## src/design/nmgga_fifo.sv

```systemverilog
module nmgga_fifo #(
   parameter int WIDTH = 8,
   parameter int DEPTH = 4
) (
   input  logic             clock,
   input  logic             reset,
   input  logic             push,
   input  logic [WIDTH-1:0] push_data,
   output logic             full,
   input  logic             pop,
   output logic [WIDTH-1:0] pop_data,
   output logic             empty
);
   // DEPTH is a power of two; pointers wrap naturally
   localparam int AW = $clog2(DEPTH);

   logic [WIDTH-1:0] mem_ff [DEPTH];
   logic [AW-1:0]    wr_ff, wr_in, rd_ff, rd_in;
   logic [AW:0]      cnt_ff, cnt_in;
   logic             do_push, do_pop;

   assign full     = (cnt_ff == (AW+1)'(DEPTH));
   assign empty    = (cnt_ff == '0);
   assign pop_data = mem_ff[rd_ff];
   assign do_push  = push && !full;
   assign do_pop   = pop && !empty;

   // Pointer and count update
   always_comb begin
      wr_in  = do_push ? wr_ff + 1'b1 : wr_ff;
      rd_in  = do_pop ? rd_ff + 1'b1 : rd_ff;
      cnt_in = cnt_ff;
      if (do_push && !do_pop) begin
         cnt_in = cnt_ff + 1'b1;
      end else if (do_pop && !do_push) begin
         cnt_in = cnt_ff - 1'b1;
      end
   end

   always_ff @(posedge clock) begin
      if (reset) begin
         wr_ff  <= '0;
         rd_ff  <= '0;
         cnt_ff <= '0;
      end else begin
         wr_ff  <= wr_in;
         rd_ff  <= rd_in;
         cnt_ff <= cnt_in;
      end
   end

   // Storage
   always_ff @(posedge clock) begin
      if (do_push) begin
         mem_ff[wr_ff] <= push_data;
      end
   end

endmodule

```

## config.mk

```make
export PLATFORM = sky130hd
export DESIGN_NAME = nmgga_fifo
export DESIGN_NICKNAME = d
export VERILOG_FILES = /design/src/design/nmgga_fifo.sv
export SDC_FILE = /design/constraint.sdc
export NUM_CORES = 1
export LEC_CHECK = 0
export BUFFER_PORTS_ARGS = -buffer_cell sky130_fd_sc_hd__buf_2
export CORE_MARGIN = 2
export CORE_UTILIZATION = 55
export DETAILED_ROUTE_END_ITERATION = 12
export GPL_TIMING_DRIVEN = 1
export PLACE_DENSITY_LB_ADDON = 0.05
export SLEW_MARGIN = 20
export SYNTH_ARGS = -nofsm -noshare
export SYNTH_HDL_FRONTEND = slang
export SYNTH_SLANG_ARGS = --single-unit
```

## constraint.sdc

```tcl
create_clock -name clock -period 2.7 [get_ports clock]
set_clock_uncertainty 0.2 [all_clocks]
set_input_delay 0.54 -clock clock [delete_from_list [all_inputs] [get_ports clock]]
set_output_delay 0.54 -clock clock [all_outputs]
set_load 0.02 [all_outputs]
```

Word-level counts from Yosys, hierarchy flattened

Memories as Yosys holds them, arrays and structs flattened. A register that Yosys moved wholly into a read port is not among the register bits.
Cells that the tools add are included.
Widths: inputs -> output; s select.

Register bits after elaboration: 7
Bits in writable memories: 32
Input bits: 12
Logic and storage cells: 25
Memories kept: 1

Memories:

| memory | words | width | rd ports | clocked after Yosys merged registers in | wr ports | line | source |
|---|---|---|---|---|---|---|---|
| mem_ff | 4     | 8     | 1        | 1                                       | 1        | 17   | `logic [WIDTH-1:0] mem_ff [DEPTH];` |

$add $sub $neg: 4
Equal/unequal tests: 1
Muxes and demuxes: 6
Reductions and logical operators: 10

Operators with widths:

| kind                | count |
|---|---|
| $mux 3              | 2 |
| $add 2x1->2 const B | 2 |
| $logic_and 1x1->1   | 4 |
| $logic_not 1->1     | 4 |
| $mux 2              | 2 |
| $add 3x1->3 const B | 1 |
| $eq 3x3->1 const B  | 1 |
| $logic_not 3->1     | 1 |
| $sub 3x1->3 const B | 1 |
| $mux 1              | 2 |
| $reduce_bool 2->1   | 1 |

Depth between registers and ports, before layout

Gate-level depths: netlist of the first run.

Depth after elaboration: 7
Depth in mapped cells: 8
Depth with buffers taken out: 8

Worst setup path after synthesis of the first run

No wires, ideal clock.

Path kind: register to register
Start: register cnt_ff[0]
End: register cnt_ff[2]
Arrival: 1.944 ns
Required time: 2.430 ns
Slack: 0.486 ns
Cell stages (with the launch flop): 9
Buffers on the path: 0
Clock period less this slack: 2.214 ns
Cell sequence: dfxtp_1 > nor3b_2 > nor2_2 > ha_1 > inv_1 > fa_1 > xor2_1 > or3_1 > a21oi_1

Cells in the longest elaborated chain, start to end: 6
Elaborated cells on any way between the ends: 15
Classes of those cells: add/sub: 2; eq/ne: 1; mux: 2; reduce/logical: 10

RTL lines:

| item                        | line | source |
|---|---|---|
| start: declaration          | 19   | `logic [AW:0] cnt_ff, cnt_in;` |
| start signal: assignment    | 48   | `cnt_ff <= cnt_in;` |
| $eq 3x3->1 *                | 22   | `assign full = (cnt_ff == (AW+1)'(DEPTH));` |
| via full                    | 9    | `output logic full,` |
| $logic_not 1->1 *           | 25   | `assign do_push = push && !full;` |
| $logic_and 1x1->1 *         | 25   |  |
| via do_push                 | 20   | `logic do_push, do_pop;` |
| $logic_not 1->1             | 35   | `end else if (do_pop && !do_push) begin` |
| $logic_and 1x1->1           | 35   |  |
| $reduce_bool 2->1 (no line) | --   |  |

Mark *: on every way through the listed nets, which the timed path passes. The rest lies on a longest branch. The select of a mux whose other input is x is not followed.
A chain may end at the register's enable or synchronous reset.

==> impl_metrics.json, run 1 <==
{
  "status": "finished clean",
  "mostFrequentLayoutCell": "edfxtp_1",
  "crit_chain": "buf_4 > mux4_2 > buf_2",
  "most-common-layout-cells": "edfxtp_1 (32), buf_2 (21), dfxtp_1 (9)",
  "dp_hpwl_um": 1820,
  "htree_levels": 2,
  "clock_tree.root_cell": "clkbuf_4",
  "cts_tree": "yes",
  "crit_required_ps": 1960,
  "min_period_ps": 2480,
  "port_buffers": 21,
  "nNetsFinal": 134,
  "routed_wl_um": 2430,
  "whs_path_depth": 1,
  "r2r_cells": 8,
  "power.density_mw_per_mm2": 894,
  "rsz0062_at_grt": "no",
  "netlist-cell-type-count": 21,
  "drv_slew": 0,
  "synth_area_leaders": "edfxtp_1 (59%), dfxtp_1 (11%), mux4_2 (11%)",
  "first_global_vias": 825,
  "fin_setup_tns_ps": 0,
  "reg2reg_from": "cnt_ff[0]",
  "wl_per_cell_um": 16.4,
  "die_x_um": 58.3,
  "cts_setup_buffers": 0,
  "min_period_over_period_pct": 91.7,
  "grt_max_degree": 13,
  "numCtsBuffers": 5,
  "relSlewSlack_pct": 71.3,
  "yosysTopAreaCell": "edfxtp_1",
  "start_util_pct": 58.3,
  "setup_viol": 0,
  "cts_hold_buf": 0,
  "clock_sinks": 41,
  "hp-class": "in -> reg",
  "antenna_left": 0,
  "ir_drop_mv": 0.632,
  "dr.pass1.iters": 4,
  "clk_path_buf_depth": 2,
  "worstPathArrival_ps": 1740,
  "hold_violations": 0,
  "via_count": 829,
  "crit_path_end_kind": "output port",
  "path_clk_slew_ps": 110,
  "syn_avg_cell_area_um2": 18.0,
  "worstMarginPinSlew_ps": 431,
  "slowest_delay_ps": 510,
  "utilization_pct": 65.4,
  "synth_top_area_share_pct": 59.3,
  "rows": 19,
  "slowest_stage": "dfxtp_1",
  "placeableCoreArea_mm2": 0.00278,
  "avgViaCountPerCell": 5.60,
  "overflow": 0,
  "yosysSeqAreaShare_pct": 70.4,
  "netlist_instances": 90,
  "p_leak_nw": 0.665,
  "path_class": "reg -> out",
  "r2r-end": "cnt_ff[2]",
  "critPathBufInv": 2,
  "drt_iter0_drc": 18,
  "whs_endpoint": "mem_ff[1][6]",
  "gp_congestion": 0.730,
  "io_pins": 22,
  "yosysWarnings": 0,
  "ff2ff_setup_slack_ps": 360,
  "clock_latency_ps": 340,
  "cp-start-kind": "register",
  "drc": 0,
  "max-cap-violations": 0,
  "hp-start": "push_data[6]",
  "drive_gt1_share_pct": 33.3,
  "track_usage_pct": 16.6,
  "area_growth_pct": 12.2,
  "n_antenna_cell": 0,
  "synth_seq_cells": 41,
  "antenna_found_initial": 0,
  "synth.cell_area_mm2": 0.00162,
  "clock.fmax_mhz": 404,
  "critPathTopFamily": "flip-flops",
  "crit_fanout": 5,
  "chipHeight_um": 58.3,
  "grt_pass1_wl_um": 3870,
  "cts-resized-gates": 0,
  "synth_fp_nets": 108,
  "die_area_mm2": 0.00340
}
[synthesized netlist by cell type]
library cell   n
inv_1          4
a21oi_1        2
o311ai_1       1
nor2_1         5
mux4_2         8
o31ai_2        1
nand2b_1       2
buf_2          1
ha_1           5
clkbuf_1       2
nor3_1         1
nor2_2         1
fa_1           1
nor3b_2        1
xor2_1         4
o21ai_0        2
and2_1         4
edfxtp_1      32
or3_1          2
mux2i_1        2
dfxtp_1        9
[worst max path at each step]
| stage | to | depth (start not counted) |
|---|---|---|
| 2_1_floorplan | cnt_ff[2] | 8 |
| 3_3_place_gp | cnt_ff[2] | 9 |
| 3_5_place_dp | cnt_ff[2] | 9 |
| 4_1_cts | pop_data[6] | 3 |
| 5_1_grt | pop_data[6] | 3 |
| 6_report | pop_data[6] | 3 |
[registers in the layout, summed over array words and instances, names as in the netlist, named ones only]
signal / flops
cnt_ff: 3
mem_ff: 32
rd_ff: 2
wr_ff: 2
[routing by layer]
metal  up-vias  share of wire (%)  global-route usage (%)
met1       415                 39                    18.6
met2        18                 56                    28.9
met3         2                4.4                    6.70
met5         -                  0                       0
met4         0               0.78                    4.98
li1        394                  -                       -
[cells by family after synthesis]
kind of cell / after synthesis / share of synthesized area, %
DFF: 41 / 70.4
and+or+nand+nor: 16 / 5.71
muxes: 10 / 12.4
buffers and inverters: 7 / 1.70
AOI/OAI and AO/OA: 6 / 2.55
adders and majority gates: 6 / 5.10
xor gates and xnor gates: 4 / 2.16
[area by class of cell]
class / count / area (µm²)
Timing Repair Buffer: 22 / 113
Fill cell: 199 / 963
Inverter: 4 / 15.0
Sequential cell: 41 / 1140
Clock buffer: 8 / 58.8
Tap cell: 31 / 38.8
Multi-Input combinational cell: 42 / 452
[through the flow]
stage / power [mW] / setup WS, ps / instances / hold WS [ps] / area [µm²]
final: 1.63 / 223 / 148 / 214 / 1820
after global routing: 1.72 / 87.7 / 148 / 187 / 1820
after global placement: 1.33 / 366 / 140 / 298 / 1760
after CTS: 1.65 / 149 / 148 / 196 / 1820
after floorplan: 1.20 / 486 / 90 / 282 / 1620
after detailed placement: 1.35 / 296 / 140 / 308 / 1760
[power by group]
| group | switching, mW | internal (mW) | total [mW] |
|---|---|---|---|
| clock | 0.178 | 0.129 | 0.307 |
| sequential | 0.0775 | 0.769 | 0.846 |
| combinational | 0.249 | 0.224 | 0.473 |
| total | 0.504 | 1.12 | 1.63 |
Power figures use the tool's default switching activity.
==> run 2: changes to the inputs <==
- CORE_UTILIZATION: 55 -> 58
- CTS_BUF_LIST: not set -> sky130_fd_sc_hd__clkbuf_8
- PLACE_DENSITY: not set -> 0.79
- PLACE_DENSITY_LB_ADDON: 0.05 -> not set
- clock period: 2.7 -> 2.52 ns (I/O delays scaled with it)
==> run 2 against run 1 <==
Total power rose by 11%. Final cell count did not move. Die area fell by 4.8%. Register-to-register slack got worse by 160 ps. Cell area rose by 1.2%. Sequential power rose by 5.3%. First-iteration DRC count fell by 22%. Non-clock buffer count did not move. Sequential cell count did not move. Critical path type is now reg -> reg.
==> impl_metrics.json, run 2 (synthesis results as in run 1) <==
{
  "antenna_left": 0,
  "cts_hold_buf": 0,
  "total_power_mw": 1.81,
  "setup_viol": 0,
  "hp-start": "push_data[6]",
  "die_area_mm2": 0.00323,
  "power.density_mw_per_mm2": 985,
  "crit_path_end_kind": "register",
  "p_clk_share_pct": 22.0,
  "cts_setup_buffers": 0,
  "max-cap-violations": 0,
  "swShare_pct": 30.9,
  "cp-start-kind": "register",
  "worstMarginPinSlew_ps": 436,
  "switching_power_uw": 561,
  "largest_register_ffs": 32,
  "grt_max_degree": 13,
  "utilization_pct": 67.9,
  "clock_tree.root_cell": "clkbuf_8",
  "path_class": "reg -> reg",
  "clock_sinks": 41,
  "top_regs": "mem_ff (32), cnt_ff (3)",
  "ff2ff_setup_slack_ps": 200,
  "clock.fmax_mhz": 432,
  "cts-resized-gates": 0,
  "relSlewSlack_pct": 70.9,
  "dr.pass1.iters": 6,
  "whs_path_depth": 1,
  "reg2reg_from": "cnt_ff[0]",
  "place_inst": 140,
  "ir_drop_mv": 0.716,
  "dp_hpwl_um": 1790,
  "wl_met2_um": 1390,
  "r2r-end": "cnt_ff[2]",
  "maxUsedRoutingLayer": "met4",
  "finalNonFillerCells": 148,
  "nNetsFinal": 134,
  "drive_gt1_share_pct": 33.3,
  "hold_violations": 0,
  "area_growth_pct": 13.6,
  "numCtsBuffers": 5,
  "routed_wl_um": 2540,
  "internal-power_mw": 1.25,
  "io_pins": 22,
  "avgViaCountPerCell": 5.59,
  "gp_congestion": 0.650,
  "drv_slew": 0,
  "status": "finished clean",
  "antenna_found_initial": 0,
  "r2r_cells": 8,
  "drc": 0,
  "top_register": "mem_ff",
  "clk_path_buf_depth": 2,
  "n_fill_cell": 191,
  "track_usage_pct": 17.9,
  "grt_pass1_wl_um": 4030,
  "start_util_pct": 59.8,
  "power_frac_seq_pct": 49.1,
  "n_antenna_cell": 0,
  "clock_latency_ps": 290,
  "wl_per_cell_um": 17.1,
  "drt_iter0_drc": 14,
  "worstPathArrival_ps": 2340,
  "whs_endpoint": "mem_ff[1][6]",
  "port_buffers": 21,
  "die_x_um": 56.9,
  "placeableCoreArea_mm2": 0.00271,
  "rows": 19,
  "fin_setup_tns_ps": 0,
  "p_comb_share_pct": 28.9,
  "crit_required_ps": 2540,
  "chipHeight_um": 56.9,
  "first_global_vias": 867,
  "min_period_ps": 2320,
  "path_clk_slew_ps": 70,
  "mostFrequentLayoutCell": "edfxtp_1",
  "wl_met1_um": 974,
  "crit_fanout": 6,
  "hp-class": "in -> reg",
  "htree_levels": 2,
  "rsz0062_at_grt": "no",
  "p_leak_nw": 0.676,
  "cts_tree": "yes",
  "most-common-layout-cells": "edfxtp_1 (32), buf_2 (21), dfxtp_1 (9)",
  "min_period_over_period_pct": 91.9,
  "met3WireLength_um": 132,
  "via_count": 828,
  "overflow": 0
}
==> run 2: cell count changes in the layout (fill, tap and decap cells not counted), sizes merged <==
| cell | delta |
|---|---|
| clkbuf | -3 |
| clkinv | +3 |
==> run 2: metal layers <==
metal	track usage [%]	vias up
met3	7.37	6
met2	31.4	21
li1	-	391
met1	18.9	410
met4	7.64	0
met5	0	-
==> run 2: stage by stage <==
step / worst slack [ps] / area (µm²) / hold WS, ps
final: 205 / 1840 / 228
after detailed placement: 155 / 1760 / 328
after global routing: 48.0 / 1840 / 214
after CTS: 184 / 1840 / 221
after floorplan: 306 / 1620 / 282
after global placement: 225 / 1760 / 297
==> run 2: cell type report <==
cell class / count / area (µm²) / area share, %
Clock buffer: 5 / 68.8 / 3.74
Clock inverter: 3 / 12.5 / 0.680
Inverter: 4 / 15.0 / 0.816
Multi-Input combinational cell: 42 / 452 / 24.5
Sequential cell: 41 / 1140 / 62.0
Tap cell: 31 / 38.8 / 2.11
Timing Repair Buffer: 22 / 113 / 6.12
==> run 2: worst max-delay path by stage <==
stage                   start        end  slack [ps]  cells after the start
finish              cnt_ff[0]  cnt_ff[2]         200                      8
global route        cnt_ff[0]  cnt_ff[2]          50                      8
CTS                 cnt_ff[0]  cnt_ff[2]         180                      8
detailed placement       push  cnt_ff[2]         150                      9
global placement         push  cnt_ff[2]         230                      9
floorplan           cnt_ff[0]  cnt_ff[2]         310                      8
==> run 2: worst max-delay path, cell delays in order, from the launching register on <==
cell and delay [ps]:
dfxtp_1 490, nor3b_2 110, nor2_2 200, ha_1 220, inv_1 70, fa_1 370
xor2_1 150, or3_1 300, a21oi_1 140
==> run 2: power groups by stage <==
stage	Sequential [mW]	Clock [mW]	Combinational (mW)
6_report	0.891	0.398	0.523
5_1_grt	0.900	0.437	0.575
3_3_place_gp	0.900	0	0.520
2_1_floorplan	0.881	0	0.405
4_1_cts	0.893	0.403	0.535
3_5_place_dp	0.908	0	0.531
