==> config.mk <==
export PLATFORM = sky130hd
export DESIGN_NAME = nmgga_back
export DESIGN_NICKNAME = d
export VERILOG_FILES = /design/src/design/nmgga_pkg.sv /design/src/design/nmgga_back.sv
export SDC_FILE = /design/constraint.sdc
export NUM_CORES = 2
export LEC_CHECK = 0
export BUFFER_PORTS_ARGS = -buffer_cell sky130_fd_sc_hd__buf_4
export CORE_UTILIZATION = 64
export CTS_CLUSTER_SIZE = 40
export DETAILED_ROUTE_END_ITERATION = 7
export PLACE_DENSITY = 0.82
export SYNTH_ARGS = -nofsm -noshare
export SYNTH_HDL_FRONTEND = slang
export SYNTH_SLANG_ARGS = --single-unit
==> constraint.sdc <==
create_clock -name clock -period 25.2 [get_ports clock]
set_clock_uncertainty 0.1 [all_clocks]
set_input_delay 3.78 -clock clock [delete_from_list [all_inputs] [get_ports clock]]
set_output_delay 3.78 -clock clock [all_outputs]
set_load 0.01 [all_outputs]
==> src/design/nmgga_pkg.sv <==
package nmgga_pkg;

   // Sentence limits
   localparam int LINE_FIELD_LIMIT = 20;
   localparam int FRACTION_DIGITS  = 5;
   localparam int COMMA_W          = $clog2(LINE_FIELD_LIMIT);

   // Queue depth between front and back, and on the result side
   localparam int QUEUE_DEPTH = 4;

   // Minutes accumulator: up to 100 whole minutes plus the fraction digits
   localparam int MS_W  = $clog2(101 * 10**FRACTION_DIGITS);
   localparam int MR_W  = MS_W + 20;
   localparam int DEG_W = 30;
   localparam int X_W   = 27;

   // Exact divide by 60 for values below 2**27: (x * RECIP_60) >> RECIP_SHIFT
   localparam int          RECIP_W     = 28;
   localparam int          RECIP_SHIFT = 33;
   localparam logic [RECIP_W-1:0] RECIP_60 = 28'd143165577;

   // Result widths
   localparam int LAT_W = 28;
   localparam int LON_W = 31;
   localparam int SAT_W = 7;
   localparam int MAG_W = 31;
   localparam logic [MAG_W-1:0] LAT_LIMIT = 31'd101666666;

   // Characters
   localparam logic [7:0] CH_CR     = 8'h0D;
   localparam logic [7:0] CH_LF     = 8'h0A;
   localparam logic [7:0] CH_DOLLAR = 8'h24;
   localparam logic [7:0] CH_COMMA  = 8'h2C;
   localparam logic [7:0] CH_POINT  = 8'h2E;
   localparam logic [7:0] CH_G      = 8'h47;
   localparam logic [7:0] CH_P      = 8'h50;
   localparam logic [7:0] CH_N      = 8'h4E;
   localparam logic [7:0] CH_A      = 8'h41;
   localparam logic [7:0] CH_S      = 8'h53;
   localparam logic [7:0] CH_W      = 8'h57;

   // One coordinate as the front hands it over
   typedef struct packed {
      logic            len_ok;
      logic            three_mode;
      logic [6:0]      two;
      logic [9:0]      three;
      logic [MS_W-1:0] scaled;
      logic [2:0]      frac;
      logic            neg;
   } coord_rec_type;

   // One finished GGA line
   typedef struct packed {
      coord_rec_type    lat;
      coord_rec_type    lon;
      logic [SAT_W-1:0] sats;
   } line_rec_type;

   // One result transaction
   typedef struct packed {
      logic signed [LAT_W-1:0] lat;
      logic signed [LON_W-1:0] lon;
      logic [SAT_W-1:0]        sats;
   } result_type;

   // Powers of ten up to one million
   function automatic logic [19:0] pow10(input logic [2:0] k);
      logic [19:0] r;
      case (k)
         3'd0:    r = 20'd1;
         3'd1:    r = 20'd10;
         3'd2:    r = 20'd100;
         3'd3:    r = 20'd1000;
         3'd4:    r = 20'd10000;
         3'd5:    r = 20'd100000;
         default: r = 20'd1000000;
      endcase
      return r;
   endfunction

endpackage

==> src/design/nmgga_back.sv <==
module nmgga_back (
   input  logic                    clock,
   input  logic                    reset,
   input  logic                    rec_empty,
   output logic                    rec_pop,
   input  nmgga_pkg::line_rec_type rec_data,
   output logic                    res_push,
   output nmgga_pkg::result_type   res_data,
   input  logic                    res_full
);
   import nmgga_pkg::*;

   localparam logic [2:0]      FRAC_K = 3'(FRACTION_DIGITS);
   localparam logic [MR_W-1:0] MS_CAP = MR_W'(100 * 10**FRACTION_DIGITS - 1);
   localparam logic [X_W-1:0]  POW_HI = X_W'(10**(6 - FRACTION_DIGITS));
   localparam int              P_W    = X_W + RECIP_W;

   logic adv;
   logic v1_ff, v2_ff, v3_ff;
   logic [SAT_W-1:0] sats1_ff, sats2_ff, sats3_ff;
   coord_rec_type    crd [2];
   logic [MAG_W-1:0] mag [2];

   assign adv      = !res_full;
   assign rec_pop  = adv && !rec_empty;
   assign res_push = v3_ff && adv;
   assign crd[0]   = rec_data.lat;
   assign crd[1]   = rec_data.lon;

   // Valid and shared fields follow the lanes
   always_ff @(posedge clock) begin
      if (reset) begin
         v1_ff <= 1'b0;
         v2_ff <= 1'b0;
         v3_ff <= 1'b0;
      end else if (adv) begin
         v1_ff <= rec_pop;
         v2_ff <= v1_ff;
         v3_ff <= v2_ff;
      end
   end

   always_ff @(posedge clock) begin
      if (adv) begin
         sats1_ff <= rec_data.sats;
         sats2_ff <= sats1_ff;
         sats3_ff <= sats2_ff;
      end
   end

   // One lane per coordinate: scale minutes, divide by 60, add degrees
   for (genvar i = 0; i < 2; i++) begin : g_lane
      logic [MR_W-1:0]  ms1_ff, ms1_in;
      logic [DEG_W-1:0] deg1_ff, deg2_ff, deg3_ff, deg1_in;
      logic [X_W-1:0]   x2_ff, x2_in;
      logic [P_W-1:0]   p3_ff, p3_in;
      logic [MR_W-1:0]  msc;
      logic [2:0]       k;
      logic [9:0]       deg;
      logic [1:0]       ok1_ff, ok2_ff, ok3_ff;

      // Stage 1: minutes to full fraction scale, degrees times one million
      always_comb begin
         k       = (crd[i].frac > FRAC_K) ? FRAC_K : crd[i].frac;
         deg     = crd[i].three_mode ? crd[i].three : {3'd0, crd[i].two};
         ms1_in  = MR_W'(crd[i].scaled) * MR_W'(pow10(FRAC_K - k));
         deg1_in = DEG_W'(deg) * DEG_W'(1000000);
      end

      // Stage 2: clamp below 100 minutes, scale to millionths
      always_comb begin
         msc   = (ms1_ff > MS_CAP) ? MS_CAP : ms1_ff;
         x2_in = X_W'(msc) * POW_HI;
      end

      // Stage 3: reciprocal multiply for the divide by 60
      assign p3_in = P_W'(x2_ff) * P_W'(RECIP_60);

      // Stage 4: quotient plus degrees, gated by field length
      assign mag[i] = ok3_ff[0] ?
                      (MAG_W'(deg3_ff) + MAG_W'(p3_ff[P_W-1:RECIP_SHIFT])) : '0;

      // ok bit 0 is field length, bit 1 is hemisphere
      always_ff @(posedge clock) begin
         if (adv) begin
            ms1_ff  <= ms1_in;
            deg1_ff <= deg1_in;
            ok1_ff  <= {crd[i].neg, crd[i].len_ok};
            x2_ff   <= x2_in;
            deg2_ff <= deg1_ff;
            ok2_ff  <= ok1_ff;
            p3_ff   <= p3_in;
            deg3_ff <= deg2_ff;
            ok3_ff  <= ok2_ff;
         end
      end
   end

   // Latitude clamp, signs of both coordinates and the result fields
   logic [MAG_W-1:0] lat_mag, lat_sgn, lon_sgn;

   always_comb begin
      lat_mag       = (mag[0] > LAT_LIMIT) ? LAT_LIMIT : mag[0];
      lat_sgn       = g_lane[0].ok3_ff[1] ? (MAG_W'(0) - lat_mag) : lat_mag;
      lon_sgn       = g_lane[1].ok3_ff[1] ? (MAG_W'(0) - mag[1]) : mag[1];
      res_data.lat  = lat_sgn[LAT_W-1:0];
      res_data.lon  = lon_sgn[LON_W-1:0];
      res_data.sats = sats3_ff;
   end

endmodule

# Word level (Yosys, flattened, before mapping)
# Index checks and enable logic that the tools add are counted.
# W data, S select, Z words.
dict set report totals {
  regBits 428
}
dict set report op_classes {
  reduce_logical 6
  n_lt_le_gt_ge 5
  multipliers 8
  n_addsub 6
  n_eq_ne 10
  n_mux 13
}
# operator count
set ops {}
lappend ops {{$pmux W20 S6} 2}
lappend ops {{$mul A26 B28 Y54 const B} 2}
lappend ops {{$mux W31} 3}
lappend ops {{$gt A44 B24 Y1 const B} 2}
lappend ops {{$mul A24 B20 Y44} 2}
lappend ops {{$add A30 B22 Y31} 2}
lappend ops {{$mux W28} 2}
lappend ops {{$mul A27 B3 Y26 const B} 2}
lappend ops {{$mux W27} 2}
lappend ops {{$mul A10 B14 Y24 const B} 2}
lappend ops {{$gt A31 B27 Y1 const B} 1}
lappend ops {{$sub A1 B31 Y31 const A} 1}
lappend ops {{$sub A1 B28 Y28 const A} 1}
lappend ops {{$mux W10} 2}
lappend ops {{$eq A3 B2 Y1 const B} 4}
lappend ops {{$eq A3 B3 Y1 const B} 4}
lappend ops {{$eq A3 B1 Y1 const B} 2}
lappend ops {{$gt A3 B3 Y1 const B} 2}
lappend ops {{$logic_not A3 Y1} 2}
lappend ops {{$mux W3} 2}
lappend ops {{$sub A3 B3 Y3 const A} 2}
lappend ops {{$logic_and A1 B1 Y1} 2}
lappend ops {{$logic_not A1 Y1} 2}

# Depth between registers and ports, before layout
dict set report logic_depth {
  depth_word 6
  depth_mapped 33
  ltp_nobuf 31
}

# Least setup slack after synthesis
# OpenSTA, ideal clock, no wires.
dict set report synth_path {
  path_type {in2reg}
  from {input port res_full}
  to {register g_lane[0].deg1_ff[10] (enable)}
  t_required_ps 24391
  setup_time_ps 709
  arrival_time_ps 10889
  path_slack_ps 13502
  stages 2
  path_cell_list {clkbuf_1 > inv_1}
}
# item line
set synth_lines {}
lappend synth_lines {{start: declaration} nmgga_back.sv:9} ;# input logic res_full
lappend synth_lines {{end signal: assignment} nmgga_back.sv:87} ;# deg1_ff <= deg1_in;
lappend synth_lines {{end: declaration} nmgga_back.sv:54} ;# logic [DEG_W-1:0] deg1_ff, deg2_ff, deg3_ff, deg1_in;
# No word-level cell between the ends.

# Worst setup path after layout
dict set report layout_path {
  from {input port rec_data[56] (netlist bit)}
  to {register g_lane[0].ms1_ff[40], data pin}
}
dict set report layout_between {
  elab_chain_len 6
}
# item line
set layout_lines {}
lappend layout_lines {{start: declaration} nmgga_back.sv:6} ;# input nmgga_pkg::line_rec_type rec_data,
lappend layout_lines {{$gt A3 B3 Y1} nmgga_back.sv:64} ;# k = (crd[i].frac > FRAC_K) ? FRAC_K : crd[i].frac;
lappend layout_lines {{$mux W3 (*)} nmgga_back.sv:64}
lappend layout_lines {{$sub A3 B3 Y3 (*)} nmgga_back.sv:66} ;# ms1_in = MR_W'(crd[i].scaled) * MR_W'(pow10(FRAC_K - k));
lappend layout_lines {{$eq A3 B3 Y1, or another cell as far along} nmgga_pkg.sv:70} ;# case (k)
lappend layout_lines {{$pmux W20 S6 (*)} nmgga_pkg.sv:70}
lappend layout_lines {{$mul A24 B20 Y44 (*)} nmgga_back.sv:66}
lappend layout_lines {{net g_lane[0].ms1_in[40]} nmgga_back.sv:53} ;# logic [MR_W-1:0] ms1_ff, ms1_in;
lappend layout_lines {{end signal: assignment} nmgga_back.sv:86} ;# ms1_ff <= ms1_in;
lappend layout_lines {{end: declaration} nmgga_back.sv:53}
# Mark *: on every way through the listed nets, which the timed path passes. The rest lies on a longest branch.
# A chain may end at the register's enable or synchronous reset.

==> results.toml <==
[status]
status = "complete, but fails checks"
violations = "design-rule violations"

[synthesis]
yosysTopAreaCell = "fa_1"
synthXorXnorAreaFrac_pct = 3.59
synth_common_cells = "1256 x inv_1, 976 x ha_1, 900 x fa_1"
yosys_warnings = 0
async_reset_ff_share_pct = 0
synth_compound_area_share_pct = 7.81
synth_ff_type = "edfxtp_1"
syn_area_sq_um = 60100
netlist_top_cells_area = "fa_1 30%, ha_1 20%, edfxtp_1 18%"
synth_cell_types = 90
synth_top_family_by_area = "adder cells"
synth.most_common_cell = "inv_1"
synth_seq_cells = 364
synth_fa_ha_area_share_pct = 50.3
synth_top_area_share_pct = 30.0
synth.avg_cell_area_sq_um = 10.2
synthCells = 5910
muxShareOfSynthArea_pct = 0.494
synth-seq-area-share_pct = 18.1
yosys.area_share.simple_pct = 10.9
synth_edf_count = 361

[floorplanning]
die_area_sq_um = 95100
pin_count = 173
start_util_pct = 64.5
num_rows = 112
core_sq_um = 93200
die_w_um = 308
die_height_um = 308

[global_routing]
antenna_found_initial = 3
grt_pass1_vias = 43900
grt.total_usage_pct = 28.3
grt_max_degree = 198
grt_pass1_wl_mm = 216
grt_remaining_overflow = 0

[critical_path]
cp_max_fo = 44
reg2reg_depth = 22
endpoint_kind = "flip-flop"
worstSetupPathType = "in -> reg"
crit_top_cell = "fa_1"
slowest_stage = "nor2_4"
arrival_ns = 12.54
worst_setup_path_start_kind = "primary input"
worst_ep_required_time_ns = 25.41
slowest_delay_ns = 0.87

[detailed_routing]
drt-total-wl_mm = 130
via_per_inst = 5.57
drc = 2
num_vias = 41600
ant_nets = 0
drt_iter0_markers = 2722
wire_per_inst_um = 17.4
drtPass1Iterations = 8

[clocking]
root_buffer = "clkbuf_16"
clk_latency_ns = 0.61
cts_htree_levels = 2
cts_tree = "yes"
cts_resized = 0
clk_pin_slew_ns = 0.06
cts_hold_repair.buffers = 0
cts_num_sinks = 364
cts_buffers = 42
postCtsSetupRepairBufs = 0
clockBufferDepth = 3

[timing]
hold_violations = 0
tightestPinTransition_ns = 1.18
fmax_mhz = 81.2
setup_viol = 0
finalMaxSlewViolations = 0
fin_crit_ns = 12.32
rsz0062_at_grt = "no"
relSlewSlack_pct = 21.4
totalNegativeSetupSlack_ns = 0
period_share_pct = 48.9

[power]
vdd_drop_max_uv = 137
p_leak_nw = 33.6
powerDensity_nw_per_um2 = 101

[place]
globalplace.congestion = 0.945
io_buffer_count = 172
hpwl_mm = 109

[worst_hold_path]
hold_depth = 0
hold_class = "reg -> reg"

[final_layout]
syn2layout_area_growth_pct = 7.64
nets = 8161
drive_above_1_share_pct = 5.59
fin_util_pct = 69.4

[job]
max-cap-violations = 0
## registers in the layout, indices dropped and copies added, names as in the netlist, 44 cells and up
name and count:
g_lane.deg2_ff 48, g_lane.deg1_ff 48, g_lane.x2_ff 52, g_lane.ms1_ff 88, g_lane.deg3_ff 48, g_lane.p3_ff 44
## cell type report
class                           instances  area [sq um]
Antenna cell                            3          7.51
Timing Repair Buffer                  186          1410
Tap cell                             1254          1570
Clock buffer                           49          1080
Multi-Input combinational cell       4328         44600
Sequential cell                       364         10900
Clock inverter                         25           327
Inverter                             1258          4730
Fill cell                            6814         28500
## layout by cell type (no fill, tap or decap), types with 8 or more instances in the layout
cell / netlist / routed
a21oi_1: 184 / 184
o22ai_1: 9 / 9
nor4_1: 20 / 20
a211o_1: 8 / 8
a21o_1: 95 / 95
inv_1: 1256 / 1255
nand3_1: 60 / 60
edfxtp_1: 361 / 361
o211ai_1: 14 / 14
mux2i_1: 24 / 24
or3_1: 18 / 18
nor3_1: 59 / 59
o21a_1: 42 / 42
a31o_2: 9 / 9
a21boi_0: 8 / 8
clkinv_1: 2 / 10
a211oi_1: 28 / 27
xnor2_1: 174 / 174
o21bai_1: 43 / 43
fa_1: 900 / 900
and3_1: 94 / 94
a31oi_1: 33 / 33
buf_4: 5 / 185
xor2_1: 72 / 72
nor2_1: 246 / 239
clkbuf_16: 0 / 42
ha_1: 976 / 976
o31ai_1: 24 / 24
nand4_1: 25 / 25
and2_1: 238 / 238
or2_2: 50 / 50
o21ai_0: 124 / 124
conb_1: 2 / 180
nand2_1: 353 / 353
nand2b_1: 56 / 56
nor2b_1: 30 / 30
## critical path: cells and delay by family
kind	cells	cell delay (ns)
AO/OA/AOI/OAI	6	1.73
XOR/XNOR	1	0.14
buffers and inverters	7	1.06
AND/OR/NAND/NOR	6	1.95
adder cells (fa/ha/maj)	8	3.83
## power by group
| part | switching, W | total [W] | internal [W] |
|---|---|---|---|
| Clock | 0.000259 | 0.000620 | 0.000362 |
| Combinational | 0.00270 | 0.00477 | 0.00206 |
| Sequential | 0.0000764 | 0.00113 | 0.00106 |
| Total | 0.00304 | 0.00652 | 0.00348 |
## final timing paths
path	startpoint	slack, ns	end
max	rec_data[56]	12.88	g_lane[0].ms1_ff[40]
min	g_lane[1].deg1_ff[8]	0.31	g_lane[1].deg2_ff[8]
max reg2reg	g_lane[1].x2_ff[7]	18.09	g_lane[1].p3_ff[54]
min reg2reg	g_lane[1].deg1_ff[8]	0.31	g_lane[1].deg2_ff[8]
## routing by layer
metal	routed length, um	track usage (%)	vias to the layer above
met5	13	0	-
met4	3460	7.51	2
met3	7900	4.02	255
met2	65400	49.9	1266
met1	53100	36.4	20500
li1	-	-	19600
## cell families after synthesis
| kind of cell | Yosys count |
|---|---|
| compound gates | 709 |
| xor+xnor | 246 |
| fa+ha+maj | 1876 |
| buf+inv | 1396 |
| flops | 364 |
| mux | 29 |
| other cells | 2 |
| simple gates | 1288 |
## metrics by stage
| stage | setup WS [ns] | area, sq um | cells | hold slack, ns | total power [W] |
|---|---|---|---|---|---|
| after floorplan | 13.50 | 60700 | 6088 | 0.300 | 0.00476 |
| after global placement | 12.68 | 63300 | 7390 | 0.301 | 0.00566 |
| after detailed placement | 12.41 | 63300 | 7390 | 0.305 | 0.00584 |
| after CTS | 13.01 | 64700 | 7464 | 0.307 | 0.00653 |
| after global routing | 12.50 | 64700 | 7465 | 0.311 | 0.00721 |
| final | 12.88 | 64700 | 7467 | 0.307 | 0.00652 |
No activity file was read; power rests on OpenSTA's default activity.
